==> src/hdl/glpf_pkg.sv <==
// Types and constants shared by the grid local peak finder modules.
// No dependencies.
`timescale 1ns / 1ps
package glpf_pkg;

	localparam int SAMPLE_BITS = 16;
	localparam int ROW_BITS    = 10;
	localparam int COL_BITS    = 10;
	localparam int SIZE_BITS   = 11;
	localparam int SIZE_MAX    = (2 ** SIZE_BITS) - 1;

	localparam int MAX_HEIGHT = 1024;
	localparam logic [SIZE_BITS-1:0] HEIGHT_LIMIT = SIZE_BITS'(MAX_HEIGHT);

	localparam logic [SIZE_BITS-1:0] FRAME_WIDTH_RESET  = SIZE_BITS'(5);
	localparam logic [SIZE_BITS-1:0] FRAME_HEIGHT_RESET = SIZE_BITS'(4);

	localparam int CFG_INDEX_BITS = 2;
	localparam logic [CFG_INDEX_BITS-1:0] CFG_FRAME_WIDTH  = CFG_INDEX_BITS'(0);
	localparam logic [CFG_INDEX_BITS-1:0] CFG_FRAME_HEIGHT = CFG_INDEX_BITS'(1);

	localparam int RES_SLOTS = 3;
	localparam int RES_ABOVE = 0;
	localparam int RES_LEFT  = 1;
	localparam int RES_FINAL = 2;

	localparam int QUEUE_DEPTH      = 4;
	localparam int PTR_BITS         = $clog2(QUEUE_DEPTH);
	localparam int QUEUE_COUNT_BITS = $clog2(QUEUE_DEPTH + 1);

	localparam int OUT_FIELD_BITS = ROW_BITS + COL_BITS + SAMPLE_BITS;
	localparam int OUT_DATA_BITS  = ((OUT_FIELD_BITS + 7) / 8) * 8;
	localparam int OUT_PAD_BITS   = OUT_DATA_BITS - OUT_FIELD_BITS;

	typedef logic signed [SAMPLE_BITS-1:0] sample_t;

	typedef struct packed {
		logic [SIZE_BITS-1:0] width;
		logic [SIZE_BITS-1:0] height;
		logic                 restart;
	} frame_cfg_t;

	typedef struct packed {
		logic [RES_SLOTS-1:0] present;
		logic [RES_SLOTS-1:0] peak;
		logic [ROW_BITS-1:0]  row;
		logic [COL_BITS-1:0]  col;
		sample_t              val_above;
		sample_t              val_left;
		sample_t              val_final;
	} result_set_t;

	typedef struct packed {
		logic [OUT_PAD_BITS-1:0] pad;
		sample_t                 value;
		logic [COL_BITS-1:0]     col;
		logic [ROW_BITS-1:0]     row;
	} out_word_t;

endpackage

==> src/hdl/glpf_queue.sv <==
// Short queue of result sets between the front end and the output stage.
// Depends on glpf_pkg.
`timescale 1ns / 1ps
module glpf_queue import glpf_pkg::*; (
	input  logic                        clk,
	input  logic                        arst_n,
	input  logic                        push,
	input  result_set_t                 push_set,
	input  logic                        pop,
	output logic                        head_valid,
	output result_set_t                 head_set,
	output logic [QUEUE_COUNT_BITS-1:0] level
);

	result_set_t                 slot_q [QUEUE_DEPTH];
	logic [PTR_BITS-1:0]         wr_ptr_q, rd_ptr_q;
	logic [QUEUE_COUNT_BITS-1:0] count_q;

	assign head_valid = (count_q != '0);
	assign head_set   = slot_q[rd_ptr_q];
	assign level      = count_q;

	always_ff @(posedge clk or negedge arst_n) begin
		if (!arst_n) begin
			wr_ptr_q <= '0;
			rd_ptr_q <= '0;
			count_q  <= '0;
		end else begin
			if (push) begin
				wr_ptr_q <= wr_ptr_q + PTR_BITS'(1);
			end
			if (pop) begin
				rd_ptr_q <= rd_ptr_q + PTR_BITS'(1);
			end
			if (push && !pop) begin
				count_q <= count_q + QUEUE_COUNT_BITS'(1);
			end else if (pop && !push) begin
				count_q <= count_q - QUEUE_COUNT_BITS'(1);
			end
		end
	end

	always_ff @(posedge clk) begin
		if (push) begin
			slot_q[wr_ptr_q] <= push_set;
		end
	end

endmodule

==> config.mk <==
export PLATFORM = sky130hd
export DESIGN_NAME = glpf_queue
export DESIGN_NICKNAME = d
export VERILOG_FILES = /design/src/hdl/glpf_pkg.sv /design/src/hdl/glpf_queue.sv
export SDC_FILE = /design/constraint.sdc
export NUM_CORES = 1
export LEC_CHECK = 0
export ABC_AREA = 0
export BUFFER_PORTS_ARGS = -buffer_cell sky130_fd_sc_hd__buf_2
export CAP_MARGIN = 30
export CORE_UTILIZATION = 57
export CTS_BUF_LIST = sky130_fd_sc_hd__clkbuf_16
export DETAILED_ROUTE_END_ITERATION = 7
export PLACE_DENSITY_LB_ADDON = 0.2
export RECOVER_POWER = 50
export SLEW_MARGIN = 0
export SYNTH_ARGS = -nofsm -noshare
export SYNTH_HDL_FRONTEND = slang
export SYNTH_SLANG_ARGS = --single-unit
==> constraint.sdc <==
create_clock -name clk -period 3.45 [get_ports clk]
set_input_delay 0.69 -clock clk [delete_from_list [all_inputs] [get_ports clk]]
set_output_delay 0.69 -clock clk [all_outputs]
set_load 0.02 [all_outputs]
# Yosys cells after proc, flatten, opt, wreduce, memory -nomap -nowiden
# Memories as Yosys holds them, arrays and structs flattened.
# Cells that the tools add are included.
word_totals:
  output_inout_bits: 78
  inputBits: 78
  mem_count: 1
  ramBits: 296
  regBits: 7
  elab_cells: 18
classes:
  muxes: 4
  addsub: 4
  n_reduce_logical: 6
mem_list:
  columns: ["memory", "depth", "width", "rd", "rd_clocked_by_memory_dff", "wr", "line", "rtl"]
  rows:
  - ["slot_q", 4, 74, 1, 0, 1, "glpf_queue.sv:15", "result_set_t slot_q [QUEUE_DEPTH];"]
op_table:
  columns: ["op", "count"]
  rows:
  - ["two-way mux 3 bit", 2]
  - ["adder 2 x 1 -> 2 bit, second input constant", 2]
  - ["adder 3 x 1 -> 3 bit, second input constant", 1]
  - ["nonzero test 3 bit", 1]
  - ["subtractor 3 x 1 -> 3 bit, second input constant", 1]
  - ["logical AND 1 bit", 2]
  - ["zero test 1 bit", 2]
  - ["two-way mux 1 bit", 2]
  - ["nonzero test 2 bit", 1]

# Depth between registers and ports, before layout
logic_depth:
  depth_word: 4
  mapped_depth: 7
  ltp_nobuf: 7

# Worst setup path before layout
# No wires, ideal clock.
synth_path:
  kind: "input -> register"
  startpoint: "input push"
  endpoint: "memory slot_q[0][0] in the netlist's numbering (enable)"
  t_arrival_ns: 2.419
  stages: 1
  setup_time_ns: 0.440
  path_slack_ns: 0.591
  cell_sequence: "and2_1"
synth_via:
  elab_chain_len: 2
synth_lines:
  columns: ["element", "line", "rtl"]
  rows:
  - ["from (decl)", "glpf_queue.sv:7", "input logic push,"]
  - ["two-way mux 1 bit", "glpf_queue.sv:44", "if (push) begin"]
  - ["two-way mux 1 bit (not written as such)", "glpf_queue.sv:45", "slot_q[wr_ptr_q] <= push_set;"]
  - ["to (decl)", "glpf_queue.sv:15", null]
# Every way passes these cells.

==> metrics.yaml <==
yosysTopAreaCell: "edfxtp_1"
track_usage_pct: 19.9
drt_wl_total_um: 19000
dr.pass1.iters: 4
syn_avg_cell_area_um2: 26.5
cts-htree-levels: 1
cp_slowest_stage_delay_ps: 800
syn2layout_area_growth_pct: 16.7
coreArea_um2: 18900
antenna_found_initial: 0
finalHoldViolCount: 0
die_w_um: 142
crit_required_ps: 2760
fin_area_um2: 13000
wire_per_inst_um: 21.7
crit_arrival_ps: 2440
post_cts_buffers: 0
cts_buffers: 29
path_cells: "buf_4 -> mux4_2 -> buf_2"
ys_top_cells_by_area: "edfxtp_1 (80%), mux4_2 (15%), dfrtp_1 (1.6%)"
io_buffers: 155
final.min_clock_period_ps: 3130
syn-num-nets: 504
worstSetupStartpointType: "flop"
grt_overflow: 0
violations: "max-capacitance violations, max-slew violations"
layout.cells.non_filler: 877
drcViolationCount: 0
insertion_delay_ps: 520
p_int_mw: 7.95
worstSetupPathType: "reg2out"
die_area_um2: 20100
cts_tree: "done"
yosysUniqueCellTypes: 19
place.detailed.hpwl_um: 11500
clk_path_buf_depth: 3
p_sw_share_pct: 30.6
gp_congestion: 0.750
row_count: 50
dp.cells: 827
ys_warn_count: 0
ys_ff_latch: 303
synth_top_area_share_pct: 80.0
min-delay-path-class: "in2reg"
end_kind: "output port"
fmax_ghz: 0.320
cp_slowest_cell: "dfrtp_4"
drv_slew: 38
power.share.clock_pct: 24.7
postRouteAntennaNets: 0
fin_crit_sh_pct: 90.6
drt_iter0_drc: 231
p_leak_nw: 4.31
synthCells: 420
placed_cell_area_um2: 12200
drive_gt1_share_pct: 32.6
outcome: "finished, violations left"
grt_pass1_wl_um: 29400
pwr-share-comb_pct: 29.9
fp.dieH_um: 142
io_pins: 156
relSlewSlack_pct: -30.9
setup_tns_ps: 0
pwr-share-seq_pct: 45.3
vias_per_cell: 5.62
setup_viol: 0
cts_root_buf: "clkbuf_16"
rsz0062_at_grt: "no"
nNetsFinal: 683
finClkSkew_ps: 6.61
cts_sinks: 303
ir_drop_mv: 0.560
post-route-util_pct: 68.6
cap_violations: 1
worst_pin_slew_ps: 1960
via_count: 4927
grt_max_degree: 39
cp_max_fo: 29
netlist_area_um2: 11100
grt_pass1_vias: 5333
power_density_nw_per_um2: 884
p_switching_mw: 3.51
hold_buffers: 1
cts_resized: 0
cts.reportedPaths.clkPinSlew_ps: 60
initial_core_util_pct: 58.8
ys_seq_area_share_pct: 81.6
==> stage by stage <==
step	power, mW	hold slack [ps]	setup WS [ps]
after detailed placement	8.79	488	797
after CTS	11.6	357	238
final	11.5	370	324
after floorplan	7.73	394	591
after global routing	12.0	356	140
after global placement	8.70	470	820
==> synth_stat cells, drive strengths merged <==
cell type	n
and2	4
buf	15
clkbuf	2
dfrtp	7
edfxtp	296
fa	1
ha	5
inv	4
mux2	1
mux4	74
nand2	2
nor2	1
o21ai	1
or3	1
xnor2	2
xor2	4
==> critical path, delay by kind of cell (launching register included) <==
kind,cells,cell delay (ps)
buffers and inverters,2,550
DFF,1,800
muxes,1,550
==> metal layers <==
| metal | vias to the layer above | wire, µm | GRT usage [%] |
|---|---|---|---|
| met5 | - | 0 | 0 |
| met4 | 0 | 273 | 5.15 |
| met3 | 24 | 1190 | 4.42 |
| met2 | 153 | 9720 | 33.0 |
| met1 | 2591 | 7820 | 27.1 |
| li1 | 2159 | - | - |
==> power by group through the flow <==
stage | Sequential (mW) | Clock (mW) | Combinational [mW]
5_1_grt | 5.27 | 3.04 | 3.67
3_5_place_dp | 5.28 | 0 | 3.51
2_1_floorplan | 5.06 | 0 | 2.67
6_report | 5.19 | 2.84 | 3.43
4_1_cts | 5.21 | 2.89 | 3.52
3_3_place_gp | 5.22 | 0 | 3.47
==> path summary, 6_finish.rpt <==
path / depth (start not counted) / slack (ps) / to / startpoint
max: 3 / 320 / head_set[26] / rd_ptr_q[0]
min: 2 / 370 / rd_ptr_q[0] / pop
max reg2reg: 3 / 720 / slot_q[3][27] / wr_ptr_q[0]
min reg2reg: 1 / 530 / level[2] / level[2]
max in group asynchronous: 2 / 2530 / rd_ptr_q[1] / arst_n
min in group asynchronous: 2 / 610 / level[2] / arst_n
==> flip-flops by register name, summed over array words and instances, names as in the netlist <==
signal,flops
level,3
rd_ptr_q,2
wr_ptr_q,2
slot_q,296
==> cell usage in the layout (no fill, tap or decap), types with 5 or more instances in the layout <==
master     Yosys  final
edfxtp_1     296    296
buf_2          6     79
clkbuf_1       2     76
mux4_2        74     74
clkbuf_16      0     29
inv_1          4     13
clkinv_1       0      6
buf_12         5      6
ha_1           5      5
dfrtp_1        7      5
==> area by class of cell <==
| type | instances | area, µm² |
|---|---|---|
| Sequential cell | 303 | 9070 |
| Fill cell | 1242 | 5930 |
| Multi-Input combinational cell | 96 | 1870 |
| Timing Repair Buffer | 165 | 833 |
| Clock buffer | 29 | 726 |
| Tap cell | 260 | 325 |
| Clock inverter | 19 | 126 |
| Inverter | 4 | 15.0 |
| Antenna cell | 1 | 2.50 |
==> cell families after synthesis <==
kind of cell,after synthesis,synth area share (%)
flops,303,81.6
mux,75,15.1
buf+inv,21,1.68
simple gates,8,0.383
xor+xnor,6,0.473
fa+ha+maj,6,0.743
compound gates,1,0.0450
No activity file was read; power rests on OpenSTA's default activity.
