<file path="config.mk">
export PLATFORM = sky130hd
export DESIGN_NAME = glpf_back
export DESIGN_NICKNAME = d
export VERILOG_FILES = /design/src/hdl/glpf_pkg.sv /design/src/hdl/glpf_back.sv
export SDC_FILE = /design/constraint.sdc
export NUM_CORES = 1
export LEC_CHECK = 0
export BUFFER_PORTS_ARGS = -buffer_cell sky130_fd_sc_hd__buf_2
export CAP_MARGIN = 20
export CORE_AREA = 2 2 73 75
export DETAILED_ROUTE_END_ITERATION = 10
export DIE_AREA = 0 0 75 77
export GPL_TIMING_DRIVEN = 0
export HOLD_SLACK_MARGIN = 0.03
export PLACE_DENSITY = 0.87
export SLEW_MARGIN = 20
export SYNTH_ARGS = -nofsm -noshare
export SYNTH_HDL_FRONTEND = slang
export SYNTH_SLANG_ARGS = --single-unit
</file>
<file path="constraint.sdc">
create_clock -name clk -period 2.7 [get_ports clk]
set_clock_uncertainty 0.1 [all_clocks]
set_input_delay 0.135 -clock clk [delete_from_list [all_inputs] [get_ports clk]]
set_output_delay 0.135 -clock clk [all_outputs]
set_load 0.03 [all_outputs]
</file>
<file path="src/hdl/glpf_pkg.sv">
// Types and constants shared by the grid local peak finder modules.
// No dependencies.
`timescale 1ns / 1ps
package glpf_pkg;

	localparam int SAMPLE_BITS = 16;
	localparam int ROW_BITS    = 10;
	localparam int COL_BITS    = 10;
	localparam int SIZE_BITS   = 11;
	localparam int SIZE_MAX    = (2 ** SIZE_BITS) - 1;

	localparam int MAX_HEIGHT = 1024;
	localparam logic [SIZE_BITS-1:0] HEIGHT_LIMIT = SIZE_BITS'(MAX_HEIGHT);

	localparam logic [SIZE_BITS-1:0] FRAME_WIDTH_RESET  = SIZE_BITS'(5);
	localparam logic [SIZE_BITS-1:0] FRAME_HEIGHT_RESET = SIZE_BITS'(4);

	localparam int CFG_INDEX_BITS = 2;
	localparam logic [CFG_INDEX_BITS-1:0] CFG_FRAME_WIDTH  = CFG_INDEX_BITS'(0);
	localparam logic [CFG_INDEX_BITS-1:0] CFG_FRAME_HEIGHT = CFG_INDEX_BITS'(1);

	localparam int RES_SLOTS = 3;
	localparam int RES_ABOVE = 0;
	localparam int RES_LEFT  = 1;
	localparam int RES_FINAL = 2;

	localparam int QUEUE_DEPTH      = 4;
	localparam int PTR_BITS         = $clog2(QUEUE_DEPTH);
	localparam int QUEUE_COUNT_BITS = $clog2(QUEUE_DEPTH + 1);

	localparam int OUT_FIELD_BITS = ROW_BITS + COL_BITS + SAMPLE_BITS;
	localparam int OUT_DATA_BITS  = ((OUT_FIELD_BITS + 7) / 8) * 8;
	localparam int OUT_PAD_BITS   = OUT_DATA_BITS - OUT_FIELD_BITS;

	typedef logic signed [SAMPLE_BITS-1:0] sample_t;

	typedef struct packed {
		logic [SIZE_BITS-1:0] width;
		logic [SIZE_BITS-1:0] height;
		logic                 restart;
	} frame_cfg_t;

	typedef struct packed {
		logic [RES_SLOTS-1:0] present;
		logic [RES_SLOTS-1:0] peak;
		logic [ROW_BITS-1:0]  row;
		logic [COL_BITS-1:0]  col;
		sample_t              val_above;
		sample_t              val_left;
		sample_t              val_final;
	} result_set_t;

	typedef struct packed {
		logic [OUT_PAD_BITS-1:0] pad;
		sample_t                 value;
		logic [COL_BITS-1:0]     col;
		logic [ROW_BITS-1:0]     row;
	} out_word_t;

endpackage

</file>
<file path="src/hdl/glpf_back.sv">
// Output stage: splits each result set into words and drives the output register.
// Depends on glpf_pkg; pops glpf_queue as it loads the last word of a set.
`timescale 1ns / 1ps
module glpf_back import glpf_pkg::*; (
	input  logic                     clk,
	input  logic                     arst_n,
	input  logic                     head_valid,
	input  result_set_t              head_set,
	output logic                     pop,
	output logic                     out_valid,
	input  logic                     out_ready,
	output logic [OUT_DATA_BITS-1:0] out_data,
	output logic                     out_peak,
	output logic                     out_last
);

	logic [RES_SLOTS-1:0] sent_q, rem, pick;
	logic                 last, load;
	out_word_t            word_d, word_q;
	logic                 peak_d, peak_q, last_q, valid_q;

	assign rem  = head_set.present & ~sent_q;
	assign pick = rem & (~rem + RES_SLOTS'(1));
	assign last = ((rem & ~pick) == '0);
	assign load = head_valid && (!valid_q || out_ready);
	assign pop  = load && last;

	always_comb begin
		word_d = '0;
		peak_d = 1'b0;
		if (pick[RES_ABOVE]) begin
			word_d.row   = head_set.row - ROW_BITS'(1);
			word_d.col   = head_set.col;
			word_d.value = head_set.val_above;
			peak_d       = head_set.peak[RES_ABOVE];
		end else if (pick[RES_LEFT]) begin
			word_d.row   = head_set.row;
			word_d.col   = head_set.col - COL_BITS'(1);
			word_d.value = head_set.val_left;
			peak_d       = head_set.peak[RES_LEFT];
		end else begin
			word_d.row   = head_set.row;
			word_d.col   = head_set.col;
			word_d.value = head_set.val_final;
			peak_d       = head_set.peak[RES_FINAL];
		end
	end

	always_ff @(posedge clk or negedge arst_n) begin
		if (!arst_n) begin
			valid_q <= 1'b0;
			sent_q  <= '0;
		end else begin
			if (load) begin
				valid_q <= 1'b1;
				sent_q  <= last ? '0 : (sent_q | pick);
			end else if (out_ready) begin
				valid_q <= 1'b0;
			end
		end
	end

	always_ff @(posedge clk) begin
		if (load) begin
			word_q <= word_d;
			peak_q <= peak_d;
			last_q <= last;
		end
	end

	assign out_valid = valid_q;
	assign out_data  = word_q;
	assign out_peak  = peak_q;
	assign out_last  = last_q;

endmodule

</file>
* Word-level counts from Yosys, hierarchy flattened
Cells that the tools add are included.
** Operators by class
- Reductions and logical operators :: 6
- Bitwise logic cells :: 7
- Add/sub/neg operators :: 3
- Muxes and demuxes :: 7
** Operator list (number)
- two-way mux 36 bit :: 2
- subtractor 10 x 1 -> 10 bit, second input constant :: 2
- AND 3 bit :: 3
- inverter 3 bit :: 3
- two-way mux 1 bit :: 4
- adder 3 x 1 -> 3 bit, second input constant :: 1
- zero test 3 bit :: 1
- two-way mux 3 bit :: 1
- OR 3 bit :: 1
- logical AND 1 bit :: 2
- nonzero test 2 bit :: 1
- zero test 1 bit :: 1
- logical OR 1 bit :: 1
** Storage, ports and cells
- Output and inout port bits :: 44
- Logic and storage cells :: 30
- Register bits after elaboration :: 42

* Depth between registers and ports, before layout
- Word-level depth :: 9
- Depth in mapped cells :: 5

* Worst setup path before layout
No wires, ideal clock.
- Path type :: register to register
- Start point :: register valid_q, in the netlist out_valid
- End point :: register sent_q[0]
- Arrival time :: 1911 ps
- Slack :: 567 ps
- Cell stages (with the launch flop) :: 6
- Data required time :: 2478 ps
- Cells stage by stage :: dfrtp_1 nand2b_1 nand2_1 inv_1 o21ai_0 a22o_1
** On the way
- Cells in the longest elaborated chain, start to end :: 3
** RTL lines
- from (decl) :: line glpf_back.sv:20 : logic peak_d, peak_q, last_q, valid_q;
- from (signal assigned) :: line glpf_back.sv:51 : valid_q <= 1'b0;
- from (signal assigned) :: line glpf_back.sv:55 : valid_q <= 1'b1;
- from (signal assigned) :: line glpf_back.sv:58 : valid_q <= 1'b0;
- zero test 1 bit :: line glpf_back.sv:25 : assign load = head_valid && (!valid_q || out_ready);
- logical OR 1 bit :: line glpf_back.sv:25
- logical AND 1 bit :: line glpf_back.sv:25
- named net load :: line glpf_back.sv:18 : logic last, load;
- to (signal assigned) :: line glpf_back.sv:56 : sent_q <= last ? '0 : (sent_q | pick);
- to (decl) :: line glpf_back.sv:17 : logic [RES_SLOTS-1:0] sent_q, rem, pick;
The timed path passes the listed nets, and every way through them passes these cells.
A chain may end at the register's enable or synchronous reset.

* Final worst setup path
- Start point :: register sent_q[0]
- End point :: output port pop
** On the way
- Cells in the longest elaborated chain, start to end :: 9
** RTL lines
- inverter 3 bit * :: line glpf_back.sv:22 : assign rem = head_set.present & ~sent_q;
- AND 3 bit * :: line glpf_back.sv:22
- inverter 3 bit :: line glpf_back.sv:23 : assign pick = rem & (~rem + RES_SLOTS'(1));
- adder 3 x 1 -> 3 bit :: line glpf_back.sv:23
- AND 3 bit :: line glpf_back.sv:23
- inverter 3 bit :: line glpf_back.sv:24 : assign last = ((rem & ~pick) == '0);
- AND 3 bit * :: line glpf_back.sv:24
- zero test 3 bit * :: line glpf_back.sv:24
- logical AND 1 bit * :: line glpf_back.sv:26 : assign pop = load && last;
- to (decl) :: line glpf_back.sv:9 : output logic pop,
Every way passes the cells marked *; elsewhere a longest branch is shown, timed or not.

==> results.md <==
- The run finished with clean final reports.
- The dominant combinational cell family by area after synthesis is simple AND/OR/NAND/NOR gates.
- The number of hold buffers added after cts is 3.
- The antenna violation net count after detailed routing is 0.
- The clock passes through at most 2 buffers.
- CTS saw 42 sinks.
- By area the synthesized netlist is led by edfxtp_1, nand2_1, a31oi_1.
- The clock transition at the registers of the reported paths is approximately 0.080 ns.
- Global routing used 16.89% of the available tracks.
- The level count of the clock H-tree is 2.
- Data arrives at the worst endpoint at around 1.8 ns.
- The placed standard-cell area is 2803 sq um.
- The internal power summed over all cells is 1113 uW.
- The number of global-route vias before repair is 1720.
- The core outline area is between 4000 and 5000 sq um.
- Measured in cells, the most critical reg-to-reg path has a length of 5.
- The count of buffers added by post-CTS timing repair for setup is 0.
- Of the total synthesized cell area, the portion taken by XOR and XNOR cells is 7.096%.
- The ratio of final minimum period to clock period is between 70% and 80%.
- For this configuration, the core starts out at a cell density of 42.16%.
- Setup repair after global routing left no endpoint under its margin.
- The first detailed-routing pass ran for 4 iterations.
- The post-synthesis area per instance is approximately 11 sq um.
- For the worst-skew pair, the clock arrives at the later sink with an insertion delay of 0.28 ns.
- The mux contribution to synthesized area is 0%.
- The overall routed net length is 4838 um.
- The synthesized instance count is 198.
- The half-perimeter wire length after detailed placement is roughly 3900 um.
- Derived from the worst setup path, the maximum achievable clock frequency is 0.4874 GHz.
- For this run, the leading register cell type out of synthesis is edfxtp_1.
- After layout, the design draws a total of 1596 uW.
- The first-pass GRT wire length is 7514 um.
- The number of antenna violations at the first check in global routing was 0.
- In this run the horizontal extent of the chip is 75 um.
- The repair_antennas step left the layout with diodes totalling 0.
- The layout-stage area growth over the synthesis result is 38.88%.
- On the final layout, the worst hold slack is 0.05814 ns.
- The share of flip-flops with an asynchronous set or reset is 9.524%.
- Gates resized during post-CTS repair numbered 0.
- Of the total synthesized cell area, the portion taken by full adders, half adders and majority gates is between 1 and 1.5%.
- Yosys mapped the design onto 33 distinct sky130hd cell types.
- The placer congestion estimate is just under 0.8.
- The final layout contains 409 nets.
- The die height is a little under 80 um.
- The dominant cell type by area after synthesis is edfxtp_1.
- The maximum VDD drop is 0.2649 mV.
- The critical register-to-register path startpoint is sent_q[0].
- Per report_power, the sequential group accounts for 49.9% of the total.
- The startpoint of the worst setup timing path is sent_q[0].
- The leftover overflow at the end of global routing is 0.
- The fraction of final layout cells with drive strength greater than 1 is 40.61%.
- STA classifies the critical path startpoint as a flop.
- The setup path with the least slack is of type flop to output port.
- The number of placement rows is 26.
- After synthesis, flip-flops and latches occupy about three fifths of the total area.
- The area enclosed by the die boundary is 5775 sq um.
- Setup violations remaining at the end of the flow were counted as 0.
- The number of stages on the worst hold path is 3.
- In this run, synthesis inferred 38 flip-flops with an integrated enable.
- Summed over its instances, the top area cell type makes up 54.38% of the synthesized netlist area.
- The register bit count reported by yosys is 42.
- The share of total power in combinational logic is 26.6%.
- In this run the worst path has a maximum fanout of 10.
- The count of warnings emitted by yosys is 0.
- The final-report hold violation count is 0.
- The via total after detailed routing is 1875.
- The routed length per instance is between 10 and 15 um.
- For this design the static power due to leakage is 0.001332 uW.
- The pin count of the biggest net entering global routing is 29.
- Power spread over the standard cell area amounts to 547.7 nW/um^2.
- Once layout is done, the placed cells without fillers occupy 2914 sq um.
- TritonCTS built the clock tree.
- Across the run, the number of max-cap violations was 0.
- The worst register-to-register path ends at out_data[27].
- The worst min-delay path category is input pin to flop.
- The top-level I/O count is 122.
- The number of vias per cell is 4.688.
- The total net switching power is a little under 500 uW.
- The DRC violation count after routing is 0.
- The time the final worst path needs with I/O delays and setup is 2.052 ns.
- The first routing iteration left between 70 and 80 violations.
- The synthesized netlist devotes 7.633% of its cell area to compound gates.
- The number of max-slew violations in the final report came to 0.
- Measured on the finished design, the core utilization comes to between 50 and 60%.
- The tree is rooted in a clkbuf_8.
- The portion of total power attributed to the clock network is 23.5%.
- The synthesized netlist devotes between 20% and 30% of its cell area to simple gates.
- Buffers placed on the I/O ports in this run total 117.
- The capture point of the critical path is pop.
- The fraction of power spent switching nets is 30.25%.
- The accumulated negative setup slack is 0 ns.
- The number of clock buffers added by TritonCTS is 5.
- The critical path endpoint category is an output port.
- The slack of the worst reg-to-reg path is 0.78 ns.
- The critical path required time is approximately 2.5 ns.
- In this run the cell area of the synthesized design comes to 2098 sq um.
==> cells in the final DEF (no fill, tap or decap), types with 4 or more instances in the layout <==
cell type  instances
nand2b_1           4
inv_1              4
conb_1             4
buf_2            118
nor3_1             4
nor2_1            26
clkbuf_1           6
xnor2_1            7
edfxtp_1          38
nand2_1           44
buf_4              4
dfrtp_1            4
o21ai_0            4
clkbuf_8           5
a31oi_1           17
xor2_1            10
==> per-stage QoR <==
step           cells  setup slack [ns]
2_1_floorplan    201            0.5670
3_3_place_gp     388            0.3667
4_1_cts          400            0.6062
3_5_place_dp     389            0.7920
6_report         400            0.6482
5_1_grt          400            0.4714
==> power by group through the flow <==
| stage | clock network, uW | registers [uW] | logic [uW] |
|---|---|---|---|
| 2_1_floorplan | 0 | 912 | 170 |
| 3_3_place_gp | 0 | 811 | 410 |
| 3_5_place_dp | 0 | 812 | 423 |
| 4_1_cts | 385 | 798 | 426 |
| 5_1_grt | 407 | 803 | 465 |
| 6_report | 375 | 797 | 424 |
==> layout make-up <==
cell class,instances,area [sq um]
Buffer,13,72.57
Clock buffer,6,72.57
Fill cell,442,2063
Multi-Input combinational cell,141,777.0
Sequential cell,42,1241
Timing Repair Buffer,121,635.6
Tap cell,70,87.58
Clock inverter,2,8.758
Inverter,5,18.77
==> logic make-up after synthesis <==
logic type | Yosys count
adders and majority gates | 2
AOI/OAI and AO/OA | 26
and+or+nand+nor | 92
buffers and inverters | 18
DFF | 42
other | 1
xor gates and xnor gates | 17
==> layer usage <==
| metal | up-vias | track usage, % | share of wire (%) |
|---|---|---|---|
| li1 | 950 | - | - |
| met1 | 845 | 19.46 | 41 |
| met2 | 70 | 30.44 | 52 |
| met3 | 10 | 3.548 | 5.9 |
| met4 | 0 | 5.000 | 1.3 |
| met5 | - | 0 | 0 |
==> worst min path at each step <==
stage	from	slack, ns	to
global route	head_set[57]	0.06	out_data[19]
floorplan	arst_n	-0.26	out_valid
global placement	arst_n	-0.15	out_valid
finish	head_set[60]	0.06	out_data[2]
CTS	head_set[60]	0.04	out_data[2]
detailed placement	arst_n	-0.15	out_valid
==> flip-flops by register name (all words and copies together), names as in the netlist <==
register and count:
sent_q 3, out_peak 1, out_valid 1, out_data 36, out_last 1
==> synth_stat cells (2+ instances only) <==
cell type / count
nand2b_1: 4
nand2_1: 44
inv_1: 5
nor2_1: 26
buf_1: 2
clkbuf_1: 5
o21ai_0: 4
buf_4: 4
nand3_1: 2
xnor2_1: 7
dfrtp_1: 4
edfxtp_1: 38
xor2_1: 10
nor4_1: 2
nor3_1: 4
or4_1: 2
a21oi_1: 2
ha_1: 2
a31oi_1: 17
==> critical path, stage by stage (launching register included) <==
cell      delay (ns)
dfrtp_1         0.37
nand2b_4        0.13
buf_6           0.12
clkbuf_1        0.37
a21oi_1         0.15
nor3_1          0.18
buf_2           0.22
Power figures use the tool's default switching activity.
